<file path="config.mk">
export PLATFORM = sky130hd
export DESIGN_NAME = tccw_seq
export DESIGN_NICKNAME = d
export VERILOG_FILES = /design/src/sv/tccw_pkg.sv /design/src/sv/tccw_seq.sv
export VERILOG_INCLUDE_DIRS = /design/src /design/src/sv
export SDC_FILE = /design/constraint.sdc
export NUM_CORES = 1
export LEC_CHECK = 0
export ABC_AREA = 1
export BUFFER_PORTS_ARGS = -buffer_cell sky130_fd_sc_hd__buf_4
export CAP_MARGIN = 30
export CORE_AREA = 5 5 122 124
export CTS_CLUSTER_SIZE = 25
export DETAILED_ROUTE_END_ITERATION = 8
export DIE_AREA = 0 0 127 129
export SLEW_MARGIN = 20
export SYNTH_ARGS = -nofsm -noshare
export SYNTH_HDL_FRONTEND = slang
export SYNTH_SLANG_ARGS = --single-unit
</file>
<file path="constraint.sdc">
create_clock -name clk -period 4.05 [get_ports clk]
set_input_delay 0.81 -clock clk [delete_from_list [all_inputs] [get_ports clk]]
set_output_delay 0.81 -clock clk [all_outputs]
set_load 0.01 [all_outputs]
</file>
<file path="src/sv/text_console_character_writer_core_defines.svh">
// ----------------------------------------------------------------------------
// Text console writer assertion macros
// Shared property wrappers for the checks in the console sequencer.
// ----------------------------------------------------------------------------
`ifndef TEXT_CONSOLE_CHARACTER_WRITER_CORE_DEFINES_SVH
`define TEXT_CONSOLE_CHARACTER_WRITER_CORE_DEFINES_SVH

// Same-cycle implication, checked outside reset.
`define TCCW_ASSERT_SAME(label, clk, rst_n, ante, cons) \
	label: assert property (@(posedge clk) disable iff (!rst_n) (ante) |-> (cons)) \
		else $error("tccw check failed");

// Next-cycle implication, checked outside reset.
`define TCCW_ASSERT_NEXT(label, clk, rst_n, ante, cons) \
	label: assert property (@(posedge clk) disable iff (!rst_n) (ante) |=> (cons)) \
		else $error("tccw check failed");

`endif

</file>
<file path="src/sv/tccw_pkg.sv">
`timescale 1ns / 1ps
// ----------------------------------------------------------------------------
// tccw_pkg
// Shared types, codes and helpers of the text console writer.
// ----------------------------------------------------------------------------
package tccw_pkg;

	localparam int KIND_W      = 2;
	localparam int CHAR_W      = 8;
	localparam int ATTR_W      = 8;
	localparam int CELL_W      = CHAR_W + ATTR_W;
	localparam int ROW_FIELD_W = 5;
	localparam int COL_FIELD_W = 7;

	localparam int DEF_SCREEN_ROWS = 25;
	localparam int DEF_SCREEN_COLS = 80;
	localparam int DEF_TAB_WIDTH   = 8;

	// Upper bound on the column count; sizes the tab stop mask.
	localparam int MAX_COLS  = 128;
	localparam int COL_IDX_W = 7;

	localparam logic [KIND_W-1:0] KIND_PUT  = 2'd0;
	localparam logic [KIND_W-1:0] KIND_READ = 2'd1;
	localparam logic [KIND_W-1:0] KIND_SET  = 2'd2;

	localparam logic [CHAR_W-1:0] CH_BACKSPACE = 8'd8;
	localparam logic [CHAR_W-1:0] CH_TAB       = 8'd9;
	localparam logic [CHAR_W-1:0] CH_NEWLINE   = 8'd10;
	localparam logic [CHAR_W-1:0] CH_SPACE     = 8'd32;
	localparam logic [CHAR_W-1:0] CH_NUL       = 8'd0;
	localparam logic [ATTR_W-1:0] ATTR_RESET   = 8'h0F;

	// Register port
	localparam int PADDR_W   = 3;
	localparam int PDATA_W   = 32;
	localparam int REG_IDX_W = 1;
	localparam logic [REG_IDX_W-1:0] REG_TEXT_ATTRIBUTE = 1'b0;

	typedef struct packed {
		logic [KIND_W-1:0]      kind;
		logic [CHAR_W-1:0]      char_code;
		logic [ROW_FIELD_W-1:0] cell_row;
		logic [COL_FIELD_W-1:0] cell_col;
	} req_word_t;

	typedef struct packed {
		logic [CHAR_W-1:0]      read_char;
		logic [ATTR_W-1:0]      read_attr;
		logic [ROW_FIELD_W-1:0] cursor_row;
		logic [COL_FIELD_W-1:0] cursor_col;
		logic                   scrolled;
	} rsp_word_t;

	// Bit c is set when column c is a tab stop.
	function automatic logic [MAX_COLS-1:0] tab_stop_mask(input int width);
		logic [MAX_COLS-1:0] mask;
		int phase;
		mask  = '0;
		phase = 0;
		for (int c = 0; c < MAX_COLS; c++) begin
			mask[c] = (phase == 0);
			phase   = phase + 1;
			if (phase >= width) begin
				phase = 0;
			end
		end
		return mask;
	endfunction

endpackage

</file>
<file path="src/sv/tccw_seq.sv">
`timescale 1ns / 1ps
// ----------------------------------------------------------------------------
// tccw_seq
// Console sequencer: cursor, character decode, cell writes and scroll walk.
// ----------------------------------------------------------------------------
`include "text_console_character_writer_core_defines.svh"

module tccw_seq #(
	parameter int SCREEN_ROWS = tccw_pkg::DEF_SCREEN_ROWS,
	parameter int SCREEN_COLS = tccw_pkg::DEF_SCREEN_COLS,
	parameter int TAB_WIDTH   = tccw_pkg::DEF_TAB_WIDTH,
	localparam int NCELLS     = SCREEN_ROWS * SCREEN_COLS,
	localparam int AW         = $clog2(NCELLS)
) (
	input  logic                        clk,
	input  logic                        arst_n,
	input  logic                        req_valid,
	output logic                        req_stall,
	input  tccw_pkg::req_word_t         req_word,
	input  logic [tccw_pkg::ATTR_W-1:0] text_attribute,
	output logic                        mem_we,
	output logic [AW-1:0]               mem_waddr,
	output logic [tccw_pkg::CELL_W-1:0] mem_wdata,
	output logic                        mem_re,
	output logic [AW-1:0]               mem_raddr,
	input  logic [tccw_pkg::CELL_W-1:0] mem_rdata,
	input  logic                        slot_free,
	output logic                        rsp_push,
	output tccw_pkg::rsp_word_t         rsp_next
);

	localparam int CNT_W    = $clog2(NCELLS + 1);
	localparam int RW       = $clog2(SCREEN_ROWS);
	localparam int CW       = $clog2(SCREEN_COLS);
	localparam int BOT_BASE = (SCREEN_ROWS - 1) * SCREEN_COLS;
	localparam logic [tccw_pkg::MAX_COLS-1:0] TAB_STOPS = tccw_pkg::tab_stop_mask(TAB_WIDTH);

	localparam logic [2:0] ST_CLEAR  = 3'd0;
	localparam logic [2:0] ST_IDLE   = 3'd1;
	localparam logic [2:0] ST_READ   = 3'd2;
	localparam logic [2:0] ST_TAB    = 3'd3;
	localparam logic [2:0] ST_SCROLL = 3'd4;
	localparam logic [2:0] ST_DONE   = 3'd5;

	logic [2:0]                  state_q;
	logic [RW-1:0]               row_q;
	logic [CW-1:0]               col_q;
	logic [AW-1:0]               clr_q;
	logic [CNT_W-1:0]            scan_q;
	logic                        wr_vld_s1;
	logic [AW-1:0]               wr_addr_s1;
	logic                        wr_bot_s1;
	logic                        scrolled_q;
	logic [tccw_pkg::CHAR_W-1:0] rd_char_q;
	logic [tccw_pkg::ATTR_W-1:0] rd_attr_q;

	logic                        accept;
	logic                        last_col;
	logic                        last_row;
	logic [CW-1:0]               step_col;
	logic [RW-1:0]               step_row;
	logic                        step_scroll;
	logic                        tab_done;
	logic [31:0]                 row_ext;
	logic [31:0]                 col_ext;
	logic [RW-1:0]               clamp_row;
	logic [CW-1:0]               clamp_col;
	logic [AW-1:0]               cur_addr;
	logic [AW-1:0]               rd_addr;
	logic                        scan_issue;
	logic                        scan_bottom;
	logic [AW-1:0]               scan_raddr;
	logic [tccw_pkg::CHAR_W-1:0] put_ch;
	logic                        put_write;

	assign accept    = req_valid && (state_q == ST_IDLE);
	assign req_stall = (state_q != ST_IDLE);

	// One printing step from the current cursor
	assign last_col    = (col_q == CW'(SCREEN_COLS - 1));
	assign last_row    = (row_q == RW'(SCREEN_ROWS - 1));
	assign step_col    = last_col ? '0 : col_q + CW'(1);
	assign step_row    = (last_col && !last_row) ? row_q + RW'(1) : row_q;
	assign step_scroll = last_col && last_row;
	assign tab_done    = TAB_STOPS[tccw_pkg::COL_IDX_W'(step_col)];

	assign row_ext   = 32'(req_word.cell_row);
	assign col_ext   = 32'(req_word.cell_col);
	assign clamp_row = (row_ext > 32'(SCREEN_ROWS - 1)) ? RW'(SCREEN_ROWS - 1) : RW'(row_ext);
	assign clamp_col = (col_ext > 32'(SCREEN_COLS - 1)) ? CW'(SCREEN_COLS - 1) : CW'(col_ext);

	assign cur_addr = AW'(32'(row_q) * 32'(SCREEN_COLS) + 32'(col_q));
	assign rd_addr  = AW'(32'(clamp_row) * 32'(SCREEN_COLS) + 32'(clamp_col));

	// Scroll walk: destination scan_q takes the cell one row below; on the bottom row it keeps its attribute, turns blank
	assign scan_issue  = (state_q == ST_SCROLL) && (32'(scan_q) < 32'(NCELLS));
	assign scan_bottom = (32'(scan_q) >= 32'(BOT_BASE));
	assign scan_raddr  = scan_bottom ? scan_q[AW-1:0] : AW'(32'(scan_q) + 32'(SCREEN_COLS));

	assign put_ch    = (req_word.char_code == tccw_pkg::CH_NUL) ? tccw_pkg::CH_SPACE
		: req_word.char_code;
	assign put_write = accept && (req_word.kind == tccw_pkg::KIND_PUT)
		&& (req_word.char_code != tccw_pkg::CH_NEWLINE)
		&& (req_word.char_code != tccw_pkg::CH_BACKSPACE);

	always_comb begin
		mem_we    = 1'b0;
		mem_waddr = cur_addr;
		mem_wdata = {text_attribute, put_ch};
		mem_re    = 1'b0;
		mem_raddr = scan_raddr;
		unique case (state_q)
			ST_CLEAR: begin
				mem_we    = 1'b1;
				mem_waddr = clr_q;
				mem_wdata = {tccw_pkg::ATTR_RESET, tccw_pkg::CH_NUL};
			end
			ST_IDLE: begin
				mem_we = put_write;
				if (req_word.char_code == tccw_pkg::CH_TAB) begin
					mem_wdata = {text_attribute, tccw_pkg::CH_SPACE};
				end
				mem_re    = accept && (req_word.kind == tccw_pkg::KIND_READ);
				mem_raddr = rd_addr;
			end
			ST_TAB: begin
				mem_we    = 1'b1;
				mem_wdata = {text_attribute, tccw_pkg::CH_SPACE};
			end
			ST_SCROLL: begin
				mem_re    = scan_issue;
				mem_we    = wr_vld_s1;
				mem_waddr = wr_addr_s1;
				mem_wdata = wr_bot_s1
					? {mem_rdata[tccw_pkg::CELL_W-1:tccw_pkg::CHAR_W], tccw_pkg::CH_SPACE}
					: mem_rdata;
			end
			default: begin
			end
		endcase
	end

	always_ff @(posedge clk or negedge arst_n) begin
		if (!arst_n) begin
			state_q    <= ST_CLEAR;
			row_q      <= '0;
			col_q      <= '0;
			clr_q      <= '0;
			scan_q     <= '0;
			wr_vld_s1  <= 1'b0;
			wr_addr_s1 <= '0;
			wr_bot_s1  <= 1'b0;
			scrolled_q <= 1'b0;
			rd_char_q  <= '0;
			rd_attr_q  <= '0;
		end else begin
			unique case (state_q)
				ST_CLEAR: begin
					clr_q <= clr_q + AW'(1);
					if (clr_q == AW'(NCELLS - 1)) begin
						state_q <= ST_IDLE;
					end
				end
				ST_IDLE: begin
					if (accept) begin
						scrolled_q <= 1'b0;
						rd_char_q  <= '0;
						rd_attr_q  <= '0;
						scan_q     <= '0;
						state_q    <= ST_DONE;
						unique case (req_word.kind)
							tccw_pkg::KIND_PUT: begin
								unique case (req_word.char_code)
									tccw_pkg::CH_NEWLINE: begin
										col_q <= '0;
										if (!last_row) begin
											row_q <= row_q + RW'(1);
										end else begin
											scrolled_q <= 1'b1;
											state_q    <= ST_SCROLL;
										end
									end
									tccw_pkg::CH_BACKSPACE: begin
										if (col_q == '0 && row_q != '0) begin
											row_q <= row_q - RW'(1);
											col_q <= CW'(SCREEN_COLS - 1);
										end else if (col_q != '0) begin
											col_q <= col_q - CW'(1);
										end
									end
									default: begin
										row_q <= step_row;
										col_q <= step_col;
										if (step_scroll) begin
											scrolled_q <= 1'b1;
											state_q    <= ST_SCROLL;
										end else if ((req_word.char_code == tccw_pkg::CH_TAB)
											&& !tab_done) begin
											state_q <= ST_TAB;
										end
									end
								endcase
							end
							tccw_pkg::KIND_READ: begin
								state_q <= ST_READ;
							end
							tccw_pkg::KIND_SET: begin
								row_q <= clamp_row;
								col_q <= clamp_col;
							end
							default: begin
							end
						endcase
					end
				end
				ST_READ: begin
					rd_char_q <= mem_rdata[tccw_pkg::CHAR_W-1:0];
					rd_attr_q <= mem_rdata[tccw_pkg::CELL_W-1:tccw_pkg::CHAR_W];
					state_q   <= ST_DONE;
				end
				ST_TAB: begin
					row_q <= step_row;
					col_q <= step_col;
					if (step_scroll) begin
						scrolled_q <= 1'b1;
						state_q    <= ST_SCROLL;
					end else if (tab_done) begin
						state_q <= ST_DONE;
					end
				end
				ST_SCROLL: begin
					wr_vld_s1  <= scan_issue;
					wr_addr_s1 <= scan_q[AW-1:0];
					wr_bot_s1  <= scan_bottom;
					if (scan_issue) begin
						scan_q <= scan_q + CNT_W'(1);
					end else begin
						state_q <= ST_DONE;
					end
				end
				ST_DONE: begin
					if (slot_free) begin
						state_q <= ST_IDLE;
					end
				end
				default: begin
					state_q <= ST_IDLE;
				end
			endcase
		end
	end

	assign rsp_push = (state_q == ST_DONE) && slot_free;

	assign rsp_next.read_char  = rd_char_q;
	assign rsp_next.read_attr  = rd_attr_q;
	assign rsp_next.cursor_row = tccw_pkg::ROW_FIELD_W'(row_q);
	assign rsp_next.cursor_col = tccw_pkg::COL_FIELD_W'(col_q);
	assign rsp_next.scrolled   = scrolled_q;

	// The scroll walk never reads the entry it writes in the same cycle
	`TCCW_ASSERT_SAME(a_no_rw_same_addr, clk, arst_n, mem_we && mem_re, mem_waddr != mem_raddr)
	// A scroll only runs with the cursor parked at the start of the bottom row
	`TCCW_ASSERT_SAME(a_scroll_cursor, clk, arst_n, state_q == ST_SCROLL,
		last_row && (col_q == '0))
	// Delayed scroll writes only happen inside the walk
	`TCCW_ASSERT_SAME(a_wr_in_scroll, clk, arst_n, wr_vld_s1, state_q == ST_SCROLL)
	// Once all reads are issued, the last write retires and the result follows
	`TCCW_ASSERT_NEXT(a_scroll_end, clk, arst_n, (state_q == ST_SCROLL) && !scan_issue,
		(state_q == ST_DONE) && !wr_vld_s1)

endmodule

</file>
==> reports/metrics.yaml <==
floorplanning:
  rows: 43
  core_area_mm2: 0.0137
  fp.dieArea_mm2: 0.0164
  io_pins: 121
  die_y_um: 129
  initial_utilization: 0.402
  die_w_um: 127
global_routing:
  grt_pass1_vias: 5385
  grt_max_degree: 68
  antenna_found_initial: 0
  grt_overflow: 0
  grt_pass1_wl_um: 27400
  grt_usage: 0.211
clocking:
  cts_max_path_buffers: 2
  clock_latency_ns: 0.34
  htree_levels: 3
  clk_pin_slew_worst_paths_ns: 0.05
  cts.sinks: 67
  cts_tree: "yes"
  holdBufCountCts: 0
  cts.root.buffer_cell: "clkbuf_16"
  cts_buffers: 9
sta:
  hold_violations: 0
  maxSlewViolCount: 0
  final.period_utilization: 0.954
  fin_crit_ns: 3.86
  worstMarginPinSlew_ns: 0.566
  rsz0062_at_grt: "no"
  finalSetupTns_ns: 0
  whs_ns: 0.324
  relSlewSlack: 0.622
  fmax_mhz: 259
  setup_violations: 0
  skew_ns: 0.00766
synth:
  synth_top_area_share: 0.305
  synth_nets: 890
  synth_seq_area_share: 0.305
  syn_inst: 808
  synth_flop_cell: "dfrtp_1"
  yosysWarnings: 0
  async_flop_share: 1.00
  avgSynthCellArea_um2: 6.80
  synth_seq_cells: 67
  yosysTopAreaCell: "dfrtp_1"
  synth_edf_count: 0
  syn_area_mm2: 0.00549
  netlist_top_cells_count: "212 x nand2_1, 107 x inv_1, 82 x nand3_1"
  synth.most_common_cell: "nand2_1"
  ys_top_cells_by_area: "dfrtp_1 31%, nand2_1 14%, nand3_1 7.5%, inv_1 7.3%, ha_1 6.4%"
  yosys.cell_types.count: 46
routing:
  via_count: 5653
  antenna_left: 0
  vias_per_cell: 5.12
  dr.pass1.iters: 5
  drc: 0
  drt_wl_total_um: 17200
  detail_route.wl_per_cell_um: 15.5
  drtIter0Drc: 400
final_layout:
  multi_input_area_mm2: 0.00325
  fillCellCount: 1475
  antenna_cells: 0
  area_delta_synth_final_pct: 25.2
  drive_gt1_frac: 0.202
  regArea_mm2: 0.00168
  finalNetCount: 1003
  final_cell_area_mm2: 0.00688
placed_design:
  hpwl_um: 13100
  portBuffers: 120
  placed_area_mm2: 0.00653
  gp_congestion: 0.967
worst_setup_path:
  reg2reg_depth: 12
  cp-end-kind: "primary output"
  start_kind: "primary input"
  critical_path_required_ns: 3.24
  crit_type: "in -> out"
  critPathArrivalTime_ns: 3.05
  r2r-start: "state_q[1]"
  path_max_fanout: 5
  r2r-end: "scan_q[2]"
  rrSetupSlack_ns: 1.62
power:
  powerDensity_mw_per_mm2: 691
  power_leakage_nw: 3.56
  total_power_mw: 4.76
  ir_drop_mv: 0.378
hold_path:
  hp-class: "in -> async"
run_status:
  status: "completed"
job:
  drv_cap: 0
==> final cells by class <==
| class | instances | share of cell area |
|---|---|---|
| multi-input cells | 597 | 0.472 |
| clock inverters | 4 | 0.00746 |
| clock buffers | 11 | 0.0353 |
| flip-flops and latches | 67 | 0.244 |
| well taps | 180 | 0.0327 |
| inverters | 117 | 0.0649 |
| repair buffers | 129 | 0.144 |
==> per-stage QoR <==
stage,utilization,cells,setup WS (ns)
global placement,0.478,1087,0.162
CTS,0.499,1102,0.102
finish,0.503,1105,0.188
global route,0.503,1105,0.00792
detailed placement,0.478,1087,0.119
floorplan,-,808,0.494
==> how the worst max path moves through the flow <==
stage	startpoint	endpoint	slack, ns	depth (start not counted)
3_5_place_dp	req_word[7]	mem_raddr[10]	0.12	16
3_3_place_gp	req_word[7]	mem_raddr[10]	0.16	16
4_1_cts	req_word[10]	mem_raddr[10]	0.10	15
5_1_grt	req_word[10]	mem_raddr[10]	0.008	15
2_1_floorplan	req_word[7]	mem_raddr[10]	0.49	14
6_report	req_word[10]	mem_raddr[10]	0.19	15
==> kinds of logic (layout without fill, tap and decap cells) <==
group / count (synthesis) / count (layout) / share of synthesized area
fa+ha+maj: 32 / 32 / 0.0783
compound gates: 136 / 136 / 0.142
flops: 67 / 67 / 0.305
xor+xnor: 26 / 26 / 0.0414
simple gates: 403 / 403 / 0.327
buf+inv: 144 / 261 / 0.106
==> state kept, by name, summed over array words and instances (netlist names) <==
signal and count:
clr_q 11, row_q 5, col_q 7, scrolled_q 1, wr_addr_s1 11, state_q 3
rd_attr_q 8, scan_q 11, rd_char_q 8, wr_bot_s1 1, wr_vld_s1 1
==> cell usage in the layout, fill, tap and decap left out, types with 3 or more instances in the layout <==
master     synthesis  routed
nand2_1          212     212
buf_4              3     128
inv_1            107     106
nand3_1           82      81
o21ai_0           68      67
dfrtp_1           67      67
nor2_1            60      59
ha_1              28      28
a21oi_1           27      27
xor2_1            22      22
nand4_1           15      15
o21ai_2           10      10
o22ai_1            9       9
clkbuf_16          0       9
inv_2              6       7
nor3_1             7       7
nor2_4             4       5
a31oi_1            5       5
o211ai_1           4       4
xnor2_1            4       4
inv_4              3       3
nand2_2            3       3
o221ai_1           3       3
nor2_2             3       3
nor3_2             3       3
o21ai_1            2       3
nand3_2            2       3
fa_1               4       3
==> report_power, final <==
part           total [mW]  internal, mW  switching, mW
sequential           1.11         0.871          0.238
clock               0.789         0.490          0.299
combinational        2.86          1.16           1.70
total                4.76          2.52           2.24
==> worst max-delay path, cell delays in order <==
cell      delay (ns)
buf_4           0.11
nand2_1         0.07
o21bai_1        0.15
nand2_1         0.10
inv_2           0.07
ha_1            0.27
ha_1            0.22
inv_1           0.08
fa_2            0.47
nor2_4          0.11
nand2_1         0.06
and2_1          0.15
o21ai_0         0.13
o21ai_1         0.09
buf_4           0.16
==> metal layers <==
| layer | global-route usage | part of all wire |
|---|---|---|
| met4 | 0.0858 | 0.025 |
| met1 | 0.294 | 0.48 |
| met2 | 0.320 | 0.42 |
| met3 | 0.0432 | 0.076 |
| met5 | 0 | 0 |
==> timing repair <==
action | in CTS | in global routing
setup buffers | 0 | 2
setup endpoints to repair | 0 | 1
resized for setup | 0 | 5
Power figures use the tool's default switching activity.
