===== src/sv/text_console_character_writer_core_defines.svh =====
// ----------------------------------------------------------------------------
// Text console writer assertion macros
// Shared property wrappers for the checks in the console sequencer.
// ----------------------------------------------------------------------------
`ifndef TEXT_CONSOLE_CHARACTER_WRITER_CORE_DEFINES_SVH
`define TEXT_CONSOLE_CHARACTER_WRITER_CORE_DEFINES_SVH

// Same-cycle implication, checked outside reset.
`define TCCW_ASSERT_SAME(label, clk, rst_n, ante, cons) \
	label: assert property (@(posedge clk) disable iff (!rst_n) (ante) |-> (cons)) \
		else $error("tccw check failed");

// Next-cycle implication, checked outside reset.
`define TCCW_ASSERT_NEXT(label, clk, rst_n, ante, cons) \
	label: assert property (@(posedge clk) disable iff (!rst_n) (ante) |=> (cons)) \
		else $error("tccw check failed");

`endif


===== src/sv/tccw_pkg.sv =====
`timescale 1ns / 1ps
// ----------------------------------------------------------------------------
// tccw_pkg
// Shared types, codes and helpers of the text console writer.
// ----------------------------------------------------------------------------
package tccw_pkg;

	localparam int KIND_W      = 2;
	localparam int CHAR_W      = 8;
	localparam int ATTR_W      = 8;
	localparam int CELL_W      = CHAR_W + ATTR_W;
	localparam int ROW_FIELD_W = 5;
	localparam int COL_FIELD_W = 7;

	localparam int DEF_SCREEN_ROWS = 25;
	localparam int DEF_SCREEN_COLS = 80;
	localparam int DEF_TAB_WIDTH   = 8;

	// Upper bound on the column count; sizes the tab stop mask.
	localparam int MAX_COLS  = 128;
	localparam int COL_IDX_W = 7;

	localparam logic [KIND_W-1:0] KIND_PUT  = 2'd0;
	localparam logic [KIND_W-1:0] KIND_READ = 2'd1;
	localparam logic [KIND_W-1:0] KIND_SET  = 2'd2;

	localparam logic [CHAR_W-1:0] CH_BACKSPACE = 8'd8;
	localparam logic [CHAR_W-1:0] CH_TAB       = 8'd9;
	localparam logic [CHAR_W-1:0] CH_NEWLINE   = 8'd10;
	localparam logic [CHAR_W-1:0] CH_SPACE     = 8'd32;
	localparam logic [CHAR_W-1:0] CH_NUL       = 8'd0;
	localparam logic [ATTR_W-1:0] ATTR_RESET   = 8'h0F;

	// Register port
	localparam int PADDR_W   = 3;
	localparam int PDATA_W   = 32;
	localparam int REG_IDX_W = 1;
	localparam logic [REG_IDX_W-1:0] REG_TEXT_ATTRIBUTE = 1'b0;

	typedef struct packed {
		logic [KIND_W-1:0]      kind;
		logic [CHAR_W-1:0]      char_code;
		logic [ROW_FIELD_W-1:0] cell_row;
		logic [COL_FIELD_W-1:0] cell_col;
	} req_word_t;

	typedef struct packed {
		logic [CHAR_W-1:0]      read_char;
		logic [ATTR_W-1:0]      read_attr;
		logic [ROW_FIELD_W-1:0] cursor_row;
		logic [COL_FIELD_W-1:0] cursor_col;
		logic                   scrolled;
	} rsp_word_t;

	// Bit c is set when column c is a tab stop.
	function automatic logic [MAX_COLS-1:0] tab_stop_mask(input int width);
		logic [MAX_COLS-1:0] mask;
		int phase;
		mask  = '0;
		phase = 0;
		for (int c = 0; c < MAX_COLS; c++) begin
			mask[c] = (phase == 0);
			phase   = phase + 1;
			if (phase >= width) begin
				phase = 0;
			end
		end
		return mask;
	endfunction

endpackage


===== src/sv/tccw_apb_regs.sv =====
`timescale 1ns / 1ps
// ----------------------------------------------------------------------------
// tccw_apb_regs
// Register port holding the text attribute.
// ----------------------------------------------------------------------------
module tccw_apb_regs (
	input  logic                         clk,
	input  logic                         arst_n,
	input  logic                         psel,
	input  logic                         penable,
	input  logic                         pwrite,
	input  logic [tccw_pkg::PADDR_W-1:0] paddr,
	input  logic [tccw_pkg::PDATA_W-1:0] pwdata,
	output logic [tccw_pkg::PDATA_W-1:0] prdata,
	output logic                         pready,
	output logic [tccw_pkg::ATTR_W-1:0]  text_attribute
);

	logic [tccw_pkg::ATTR_W-1:0]    attr_q;
	logic [tccw_pkg::REG_IDX_W-1:0] reg_idx;
	logic                           wr_en;

	assign reg_idx = paddr[tccw_pkg::PADDR_W-1:2];
	assign wr_en   = psel && penable && pwrite && pready;
	assign pready  = 1'b1;

	always_ff @(posedge clk or negedge arst_n) begin
		if (!arst_n) begin
			attr_q <= tccw_pkg::ATTR_RESET;
		end else if (wr_en && (reg_idx == tccw_pkg::REG_TEXT_ATTRIBUTE)) begin
			attr_q <= pwdata[tccw_pkg::ATTR_W-1:0];
		end
	end

	always_comb begin
		unique case (reg_idx)
			tccw_pkg::REG_TEXT_ATTRIBUTE: prdata = tccw_pkg::PDATA_W'(attr_q);
			default:                      prdata = '0;
		endcase
	end

	assign text_attribute = attr_q;

endmodule


===== config.mk =====
export PLATFORM = sky130hd
export DESIGN_NAME = tccw_apb_regs
export DESIGN_NICKNAME = d
export VERILOG_FILES = /design/src/sv/text_console_character_writer_core_defines.svh /design/src/sv/tccw_pkg.sv /design/src/sv/tccw_apb_regs.sv
export SDC_FILE = /design/constraint.sdc
export NUM_CORES = 1
export LEC_CHECK = 0
export CORE_AREA = 2 2 39 41
export CTS_CLUSTER_DIAMETER = 100
export DETAILED_ROUTE_END_ITERATION = 6
export DIE_AREA = 0 0 41 43
export DONT_BUFFER_PORTS = 1
export HOLD_SLACK_MARGIN = 0.1
export PLACE_DENSITY_LB_ADDON = 0.08
export SYNTH_ARGS = -nofsm -noshare
export SYNTH_HDL_FRONTEND = slang
export SYNTH_SLANG_ARGS = --single-unit

===== constraint.sdc =====
create_clock -name clk -period 1.5 [get_ports clk]
set_input_delay 0.15 -clock clk [delete_from_list [all_inputs] [get_ports clk]]
set_output_delay 0.15 -clock clk [all_outputs]
set_load 0.01 [all_outputs]

==> results_dict.tcl, run 1 <==
set metrics [dict create \
    arrival_ns 0.99 \
    port_buffers 0 \
    gr-total-overflow 0 \
    tns_ns 0 \
    grt_pass1_vias 308 \
    startpoint "text_attribute[1]$_DFFE_PN1P_" \
    fp.dieW_um 41 \
    syn_area_um2 584 \
    vias_per_cell 4.06 \
    grt_pass1_wl_um 1280 \
    status "finished, final reports clean" \
    nets 104 \
    slowest_stage "dfstp_2" \
    dp_hpwl_um 732 \
    syn_avg_cell_area_um2 11.2 \
    cts_tree "built" \
    async_reset_ff_share_pct 100 \
    r2r_setup_slack_ns 0.68 \
    synthTopCellsByCount "buf_4, and2b_2, mux2_2" \
    synth_area_leaders "buf_4, dfstp_2, dfrtp_1, mux2_2, and2b_2" \
    cellInternalPower_uw 459 \
    drtIter0Drc 0 \
    synth_flop_cell "dfstp_2" \
    rsz0062_at_grt "no" \
    numCtsBuffers 3 \
    hold_path.class "in -> reg" \
    n_antenna_cell 0 \
    endpoint "prdata[1]" \
    worstSetupPathType "reg -> out" \
    required_ns 1.35 \
    area_growth_pct 6.00 \
    critPathMaxFanout 3 \
    cts.sinks 8 \
    netlist_instances 52 \
    worst_r2r_endpoint "text_attribute[6]$_DFFE_PN0P_" \
    ys_seq_area_share_pct 35.1 \
    ctsHtreeMaxLevel 1 \
    skew_ns 0 \
    largest_reg_flops 8 \
    pwr-share-comb_pct 22.3 \
    power.leakage_uw 0.000316 \
    cpPeakStageDelay_ns 0.56 \
    power.switching_uw 208 \
    wl_per_cell_um 11.2 \
    fmax_ghz 0.876 \
    drv_cap 0 \
    cts_buffer_depth 2 \
    core_area_mm2 0.00138 \
    drc 0 \
    rows 14 \
    yosysTopAreaCellShare_pct 32.1 \
    r2r-start "text_attribute[6]$_DFFE_PN0P_" \
    synth_cell_types 7 \
    fin_crit_ns 1.14 \
    postCtsSetupBuffers 0 \
    ir_drop_mv 0.462 \
    layout-drive-gt1-share_pct 38.1 \
    seqPwrFrac_pct 51.6 \
    fin_util_pct 44.8 \
    r2r_cells 1 \
    ios 81 \
    gp_routability_congestion 0.504 \
    yosys.area.top_type "buf_4" \
    vias 321 \
    powerDensity_mw_per_mm2 1080 \
    insertion_delay_ns 0.24 \
    path_depth 1 \
    synth-edff-count 0 \
    switching_share_pct 31.2 \
    report.final.slew_viol_count 0 \
    setup_viol 0 \
    start_util_pct 42.2 \
    clk_pin_slew_ns 0.06 \
    pwr-share-clk_pct 26.1 \
    synth_most_common_cell "buf_4" \
    endpoint_kind "output port" \
    antenna_found_initial 0 \
    crit_family "flip-flops" \
    ys_seq_elements 8 \
    yosys_warnings 0 \
    grt_max_degree 10 \
    post-route-period-util_pct 76.1 \
    min_from "penable" \
    crit_chain "and2b_2" \
    hold_viol 0 \
    drt_pre_antenna_iters 1 \
    die_area_mm2 0.00176 \
    die_h_um 43 \
    clock-root-buffer "clkbuf_4" \
    drtAntennaViolNets 0 \
    path_buf_inv 0 \
    grtUsageTotal_pct 10.9 \
    routed_wl_um 888 \
    cp-start-kind "flop" \
]
==> power by group through the flow <==
stage / Sequential [uW] / Clock [uW] / Combinational, uW
2_1_floorplan: 337 / 0 / 167
3_3_place_gp: 346 / 0 / 125
3_5_place_dp: 349 / 0 / 127
4_1_cts: 346 / 190 / 149
5_1_grt: 354 / 199 / 167
6_report: 345 / 174 / 149
==> timing repair <==
item                      CTS  global route
resized for setup           0             0
hold endpoints to repair   16             0
hold buffers                9             0
==> per-layer routing <==
layer | global-route usage (%) | wire (um) | up-vias
met5 | 0 | 0 | -
met4 | 4.00 | 0 | 0
met3 | 3.66 | 109 | 0
met2 | 18.1 | 510 | 30
met1 | 12.0 | 268 | 151
li1 | - | - | 140
==> how the worst min path moves through the flow <==
stage	end	slack [ns]	cells past startpoint
CTS	text_attribute[5]$_DFFE_PN0P_	0.22	2
global placement	text_attribute[6]$_DFFE_PN0P_	-0.15	0
finish	text_attribute[5]$_DFFE_PN0P_	0.22	2
floorplan	text_attribute[4]$_DFFE_PN0P_	-0.15	0
detailed placement	text_attribute[6]$_DFFE_PN0P_	-0.15	0
global route	text_attribute[5]$_DFFE_PN0P_	0.24	2
==> layout by cell type, fill, tap and decap left out, drive strengths merged <==
cell / n
dfrtp: 4
mux2: 8
clkbuf: 4
dfstp: 4
and2b: 8
conb: 25
dlygate4sd3: 9
nand4b: 1
==> metrics by stage <==
stage,std cells,power [uW],area [um^2],hold slack (ns),worst slack [ns]
global route,79,719,619,0.236,0.318
detailed placement,66,476,503,-0.145,0.627
floorplan,75,504,671,-0.146,0.648
finish,79,667,619,0.216,0.358
CTS,79,685,619,0.217,0.338
global placement,66,471,503,-0.145,0.631
==> logic make-up (layout without fill, tap and decap cells) <==
family | after synthesis | count (layout) | share of synthesized area [%]
muxes | 8 | 8 | 15.4
buffers and inverters | 25 | 13 | 32.1
DFF | 8 | 8 | 35.1
other | 2 | 25 | 1.29
and+or+nand+nor | 9 | 9 | 16.1
==> area by class of cell <==
class	instances	area, um^2
clock buffers	4	26.3
fillers	147	764
multi-input cells	42	278
flip-flops and latches	8	205
well taps	16	20.0
repair buffers	9	90.1
Note: power is estimated with default switching activity, not from simulation.
==> inputs of run 2 (changes only) <==
--- a/config.mk
+++ b/config.mk
@@ -5,6 +5,7 @@
 export SDC_FILE = /design/constraint.sdc
 export NUM_CORES = 1
 export LEC_CHECK = 0
+export ABC_AREA = 1
 export CORE_AREA = 2 2 39 41
 export CTS_CLUSTER_DIAMETER = 100
 export DETAILED_ROUTE_END_ITERATION = 6
==> constraint.sdc (replaced) <==
create_clock -name clk -period 1.05 [get_ports clk]
set_input_delay 0.105 -clock clk [delete_from_list [all_inputs] [get_ports clk]]
set_output_delay 0.105 -clock clk [all_outputs]
set_load 0.01 [all_outputs]
==> results_dict.tcl, run 2 <==
set metrics [dict create \
    cp-start-kind "flop" \
    die_h_um 43 \
    place_area_um2 522 \
    synth-edff-count 0 \
    drtIter0Drc 10 \
    post-route-period-util_pct 103 \
    vias_per_cell 4.03 \
    yosysTopAreaCellShare_pct 30.5 \
    drv_cap 0 \
    ios 81 \
    n_antenna_cell 0 \
    synth_area_leaders "buf_4, dfstp_2, dfrtp_1, nand2_1, nand3_1" \
    violations "negative setup slack" \
    r2r_cells 2 \
    endpoint_kind "output port" \
    fin_util_pct 51.0 \
    cts_buffer_depth 2 \
    grt_pass1_wl_um 1610 \
    syn_area_um2 614 \
    grt_pass1_vias 376 \
    arrival_ns 0.98 \
    required_ns 0.94 \
    gr-total-overflow 0 \
    grt_max_degree 10 \
    worstSetupPathType "reg -> out" \
    grtUsageTotal_pct 13.7 \
    min_from "penable" \
    syn_avg_cell_area_um2 7.58 \
    fin_crit_ns 1.08 \
    ys_seq_elements 8 \
    synth_cell_types 12 \
    synth_flop_cell "dfstp_2" \
    async_reset_ff_share_pct 100 \
    power.leakage_uw 0.000387 \
    dp_hpwl_um 740 \
    vias 443 \
    drt_pre_antenna_iters 3 \
    antenna_found_initial 0 \
    yosys.area.top_type "buf_4" \
    netlist_instances 81 \
    fmax_ghz 0.923 \
    clock-root-buffer "clkbuf_4" \
    final_cell_mix "conb_1, nand2_1, dlygate4sd3_1" \
    skew_ns 0 \
    ir_drop_mv 0.753 \
    hold_end "text_attribute[2]$_DFFE_PN1P_" \
    start_util_pct 44.4 \
    die_area_mm2 0.00176 \
    nets 135 \
    routed_wl_um 1040 \
    cts.sinks 8 \
    worst_slack_ns -0.0330 \
    largest_reg_flops 8 \
    drc 0 \
    synthTopCellsByCount "buf_4, nand2_1, inv_1" \
    hold_viol 0 \
    yosys_warnings 0 \
    synth_most_common_cell "buf_4" \
    insertion_delay_ns 0.24 \
    hold_path.class "in -> reg" \
    clk_pin_slew_ns 0.05 \
    whs_ns 0.141 \
    wl_per_cell_um 9.49 \
    gp_routability_congestion 0.606 \
    numCtsBuffers 3 \
    r2r_setup_slack_ns 0.30 \
    port_buffers 0 \
    rsz0062_at_grt "yes" \
    area_growth_pct 14.9 \
    layout-drive-gt1-share_pct 24.5 \
    whs_path_depth 4 \
    drtAntennaViolNets 0 \
    status "finished with violations" \
    rows 14 \
    fp.dieW_um 41 \
    powerDensity_mw_per_mm2 1380 \
    ctsHtreeMaxLevel 1 \
    setup_viol 4 \
    critPathMaxFanout 3 \
    ys_seq_area_share_pct 33.4 \
    worst_r2r_endpoint "text_attribute[1]$_DFFE_PN1P_" \
    final_common_cell "conb_1" \
    cts_tree "built" \
    r2r-start "text_attribute[1]$_DFFE_PN1P_" \
    report.final.slew_viol_count 0 \
    core_area_mm2 0.00138 \
    stdcell_area_um2 706 \
]
==> run 2: changes by cell type after synthesis, sizes merged <==
cell    previous run  this run
and2b              8         0
buf               25        26
inv                0        10
mux2               8         0
nand2              0        18
nand3              0         8
nand4b             1         0
nor2               0         9
==> run 2: worst max-delay path by stage <==
stage | from | endpoint
CTS | text_attribute[2]$_DFFE_PN1P_ | prdata[2]
floorplan | text_attribute[0]$_DFFE_PN1P_ | prdata[0]
global route | text_attribute[1]$_DFFE_PN1P_ | prdata[1]
detailed placement | text_attribute[2]$_DFFE_PN1P_ | prdata[2]
finish | text_attribute[0]$_DFFE_PN1P_ | prdata[0]
global placement | text_attribute[1]$_DFFE_PN1P_ | prdata[1]
==> run 2: per-layer routing <==
metal / part of all wire (%) / wire length (um) / vias to the layer above / GRT usage [%]
met5: 0 / 0 / - / 0
met4: 0.57 / 6 / 0 / 6.00
met3: 9.9 / 103 / 2 / 3.14
met2: 48 / 505 / 35 / 20.0
met1: 41 / 429 / 192 / 18.8
li1: - / - / 214 / -
==> run 2: cells by family (layout without fill, tap and decap cells) <==
logic type    Yosys count  after routing  synth area share (%)
other cells             2             25                  1.22
buf+inv                36             26                  38.5
flops                   8              8                  33.4
simple gates           35             35                  26.9
==> run 2: where the power goes <==
part	leakage (uW)	switching (uW)	internal [uW]	total, uW
clock	0.0000150	101	145	246
combinational	0.000280	164	85.7	249
sequential	0.0000922	86.5	390	476
==> run 2: worst max-delay path: stages, from the launching register on <==
cell and delay (ns):
dfstp_2 0.58, inv_2 0.06, nor2_4 0.10
==> run 2: per-stage QoR <==
stage	setup WS [ns]	instances	total power (uW)	TNS [ns]
floorplan	0.202	104	695	0
global placement	0.175	94	642	0
detailed placement	0.175	94	643	0
CTS	-0.0558	108	971	-0.215
global route	-0.0714	110	1050	-0.262
finish	-0.0330	110	972	-0.0961
==> run 2: area by class of cell <==
cell class / instances / area, um^2
sequential: 8 / 205
inverter: 10 / 37.5
multi-input combinational: 60 / 302
timing repair buffer: 12 / 115
tap: 16 / 20.0
clock buffer: 4 / 26.3
fill: 142 / 678
==> run 2: what timing repair did <==
item,4_1_cts,5_1_grt
setup buffers,0,2
pin swaps,4,5
endpoints found under the setup margin,4,11
hold buffers,10,0
hold endpoints to repair,16,0
gates resized for setup,12,4
==> inputs of run 3 (changes only) <==
--- a/config.mk
+++ b/config.mk
@@ -6,11 +6,11 @@
 export NUM_CORES = 1
 export LEC_CHECK = 0
 export ABC_AREA = 1
-export CORE_AREA = 2 2 39 41
+export BUFFER_PORTS_ARGS = -buffer_cell sky130_fd_sc_hd__buf_4
+export CORE_MARGIN = 2
+export CORE_UTILIZATION = 28
 export CTS_CLUSTER_DIAMETER = 100
 export DETAILED_ROUTE_END_ITERATION = 6
-export DIE_AREA = 0 0 41 43
-export DONT_BUFFER_PORTS = 1
 export HOLD_SLACK_MARGIN = 0.1
 export PLACE_DENSITY_LB_ADDON = 0.08
 export SYNTH_ARGS = -nofsm -noshare
==> results_dict.tcl, run 3 (synthesized netlist as in run 2, its figures left out) <==
set metrics [dict create \
    status "finished with violations" \
    violations "negative setup slack" \
    fp.dieW_um 50.8 \
    fill_cells 215 \
    rows 16 \
    vias_per_cell 3.63 \
    drtIter0Drc 1 \
    slowest_stage "dfstp_2" \
    powerDensity_mw_per_mm2 1290 \
    grt_pass1_wl_um 2070 \
    drc 0 \
    cts.sinks 8 \
    vias 551 \
    antenna_found_initial 0 \
    cts_tree "built" \
    wl_met3_um 93 \
    worstSetupPathType "reg -> out" \
    insertion_delay_ns 0.25 \
    fin_crit_ns 1.15 \
    setup_viol 7 \
    ios 81 \
    ctsHtreeMaxLevel 1 \
    layout-drive-gt1-share_pct 38.4 \
    rsz0062_at_grt "yes" \
    hold_viol 0 \
    required_ns 0.94 \
    gr-total-overflow 0 \
    fin_util_pct 45.5 \
    skew_ns 0 \
    report.final.slew_viol_count 0 \
    endpoint_kind "output port" \
    power.leakage_uw 0.000543 \
    area_growth_pct 49.9 \
    routed_wl_um 1340 \
    wl_per_cell_um 8.81 \
    fmax_ghz 0.866 \
    drv_cap 0 \
    cts_buffer_depth 2 \
    start_util_pct 30.4 \
    nets 166 \
    routed-wl-met2_um 665 \
    die_area_mm2 0.00258 \
    grt_pass1_vias 480 \
    largest_reg_flops 8 \
    ir_drop_mv 0.641 \
    dp_hpwl_um 922 \
    cpPeakStageDelay_ns 0.55 \
    die_h_um 50.8 \
    crit_chain "inv_2 > nor2_2 > buf_4" \
    clk_pin_slew_ns 0.06 \
    path_buf_inv 2 \
    numCtsBuffers 3 \
    tns_ns -0.452 \
    port_buffers 29 \
    hold_path.class "in -> async" \
    gp_routability_congestion 0.679 \
    whs_ns 0.198 \
    clock-root-buffer "clkbuf_4" \
    grt_max_degree 10 \
    drt_pre_antenna_iters 3 \
    n_antenna_cell 0 \
    drtAntennaViolNets 0 \
    arrival_ns 1.05 \
    final_common_cell "buf_4" \
    cp-start-kind "flop" \
    crit_family "flip-flops" \
    final_cell_mix "buf_4, conb_1, nand2_1" \
    grtUsageTotal_pct 10.9 \
    worst_slack_ns -0.105 \
    post-route-period-util_pct 110 \
    routed.top_layer "met4" \
    core_area_mm2 0.00202 \
    critPathMaxFanout 3 \
    drt-met1-wl_um 550 \
]
-- run 3: final cells by class --
class / count / area (um^2) / share of cell area, %
Sequential cell: 8 / 205 / 22.3
Timing Repair Buffer: 43 / 357 / 38.7
Inverter: 10 / 37.5 / 4.08
Multi-Input combinational cell: 60 / 262 / 28.4
Clock buffer: 4 / 26.3 / 2.85
Tap cell: 27 / 33.8 / 3.67
-- run 3: routing by layer --
metal | up-vias | GRT usage, %
met1 | 237 | 12.4
met3 | 3 | 2.05
met5 | - | 0
met2 | 35 | 18.9
li1 | 276 | -
met4 | 0 | 6.76
-- run 3: stage by stage --
stage          instances  power, uW  cell area [um^2]  setup slack, ns
6_report             152       1190               921           -0.105
3_3_place_gp         134        824               753            0.183
5_1_grt              152       1280               921           -0.155
3_5_place_dp         134        830               753            0.182
2_1_floorplan        104        695               701            0.202
4_1_cts              150       1180               903           -0.106
-- run 3: final timing paths --
check	from	end	slack, ns	cells after the start
setup / recovery	text_attribute[1]$_DFFE_PN1P_	prdata[1]	-0.10	3
max in group asynchronous	arst_n	text_attribute[1]$_DFFE_PN1P_	0.63	2
hold / removal	arst_n	text_attribute[5]$_DFFE_PN0P_	0.20	2
min in group clk	paddr[2]	text_attribute[3]$_DFFE_PN1P_	0.22	4
hold reg to reg	text_attribute[1]$_DFFE_PN1P_	text_attribute[1]$_DFFE_PN1P_	0.48	2
setup reg to reg	text_attribute[0]$_DFFE_PN1P_	text_attribute[0]$_DFFE_PN1P_	0.25	3
-- run 3: where the power goes --
group          internal (uW)  switching, uW
clock network            146            115
logic                    262            236
registers                388           40.7
total                    796            392
-- run 3: what timing repair did --
action | in CTS | in global routing
hold endpoints to repair | 16 | 0
pin swaps | 2 | 5
gates resized for setup | 4 | 3
hold buffers | 9 | 0
setup endpoints to repair | 4 | 11
buffers inserted | 3 | 2
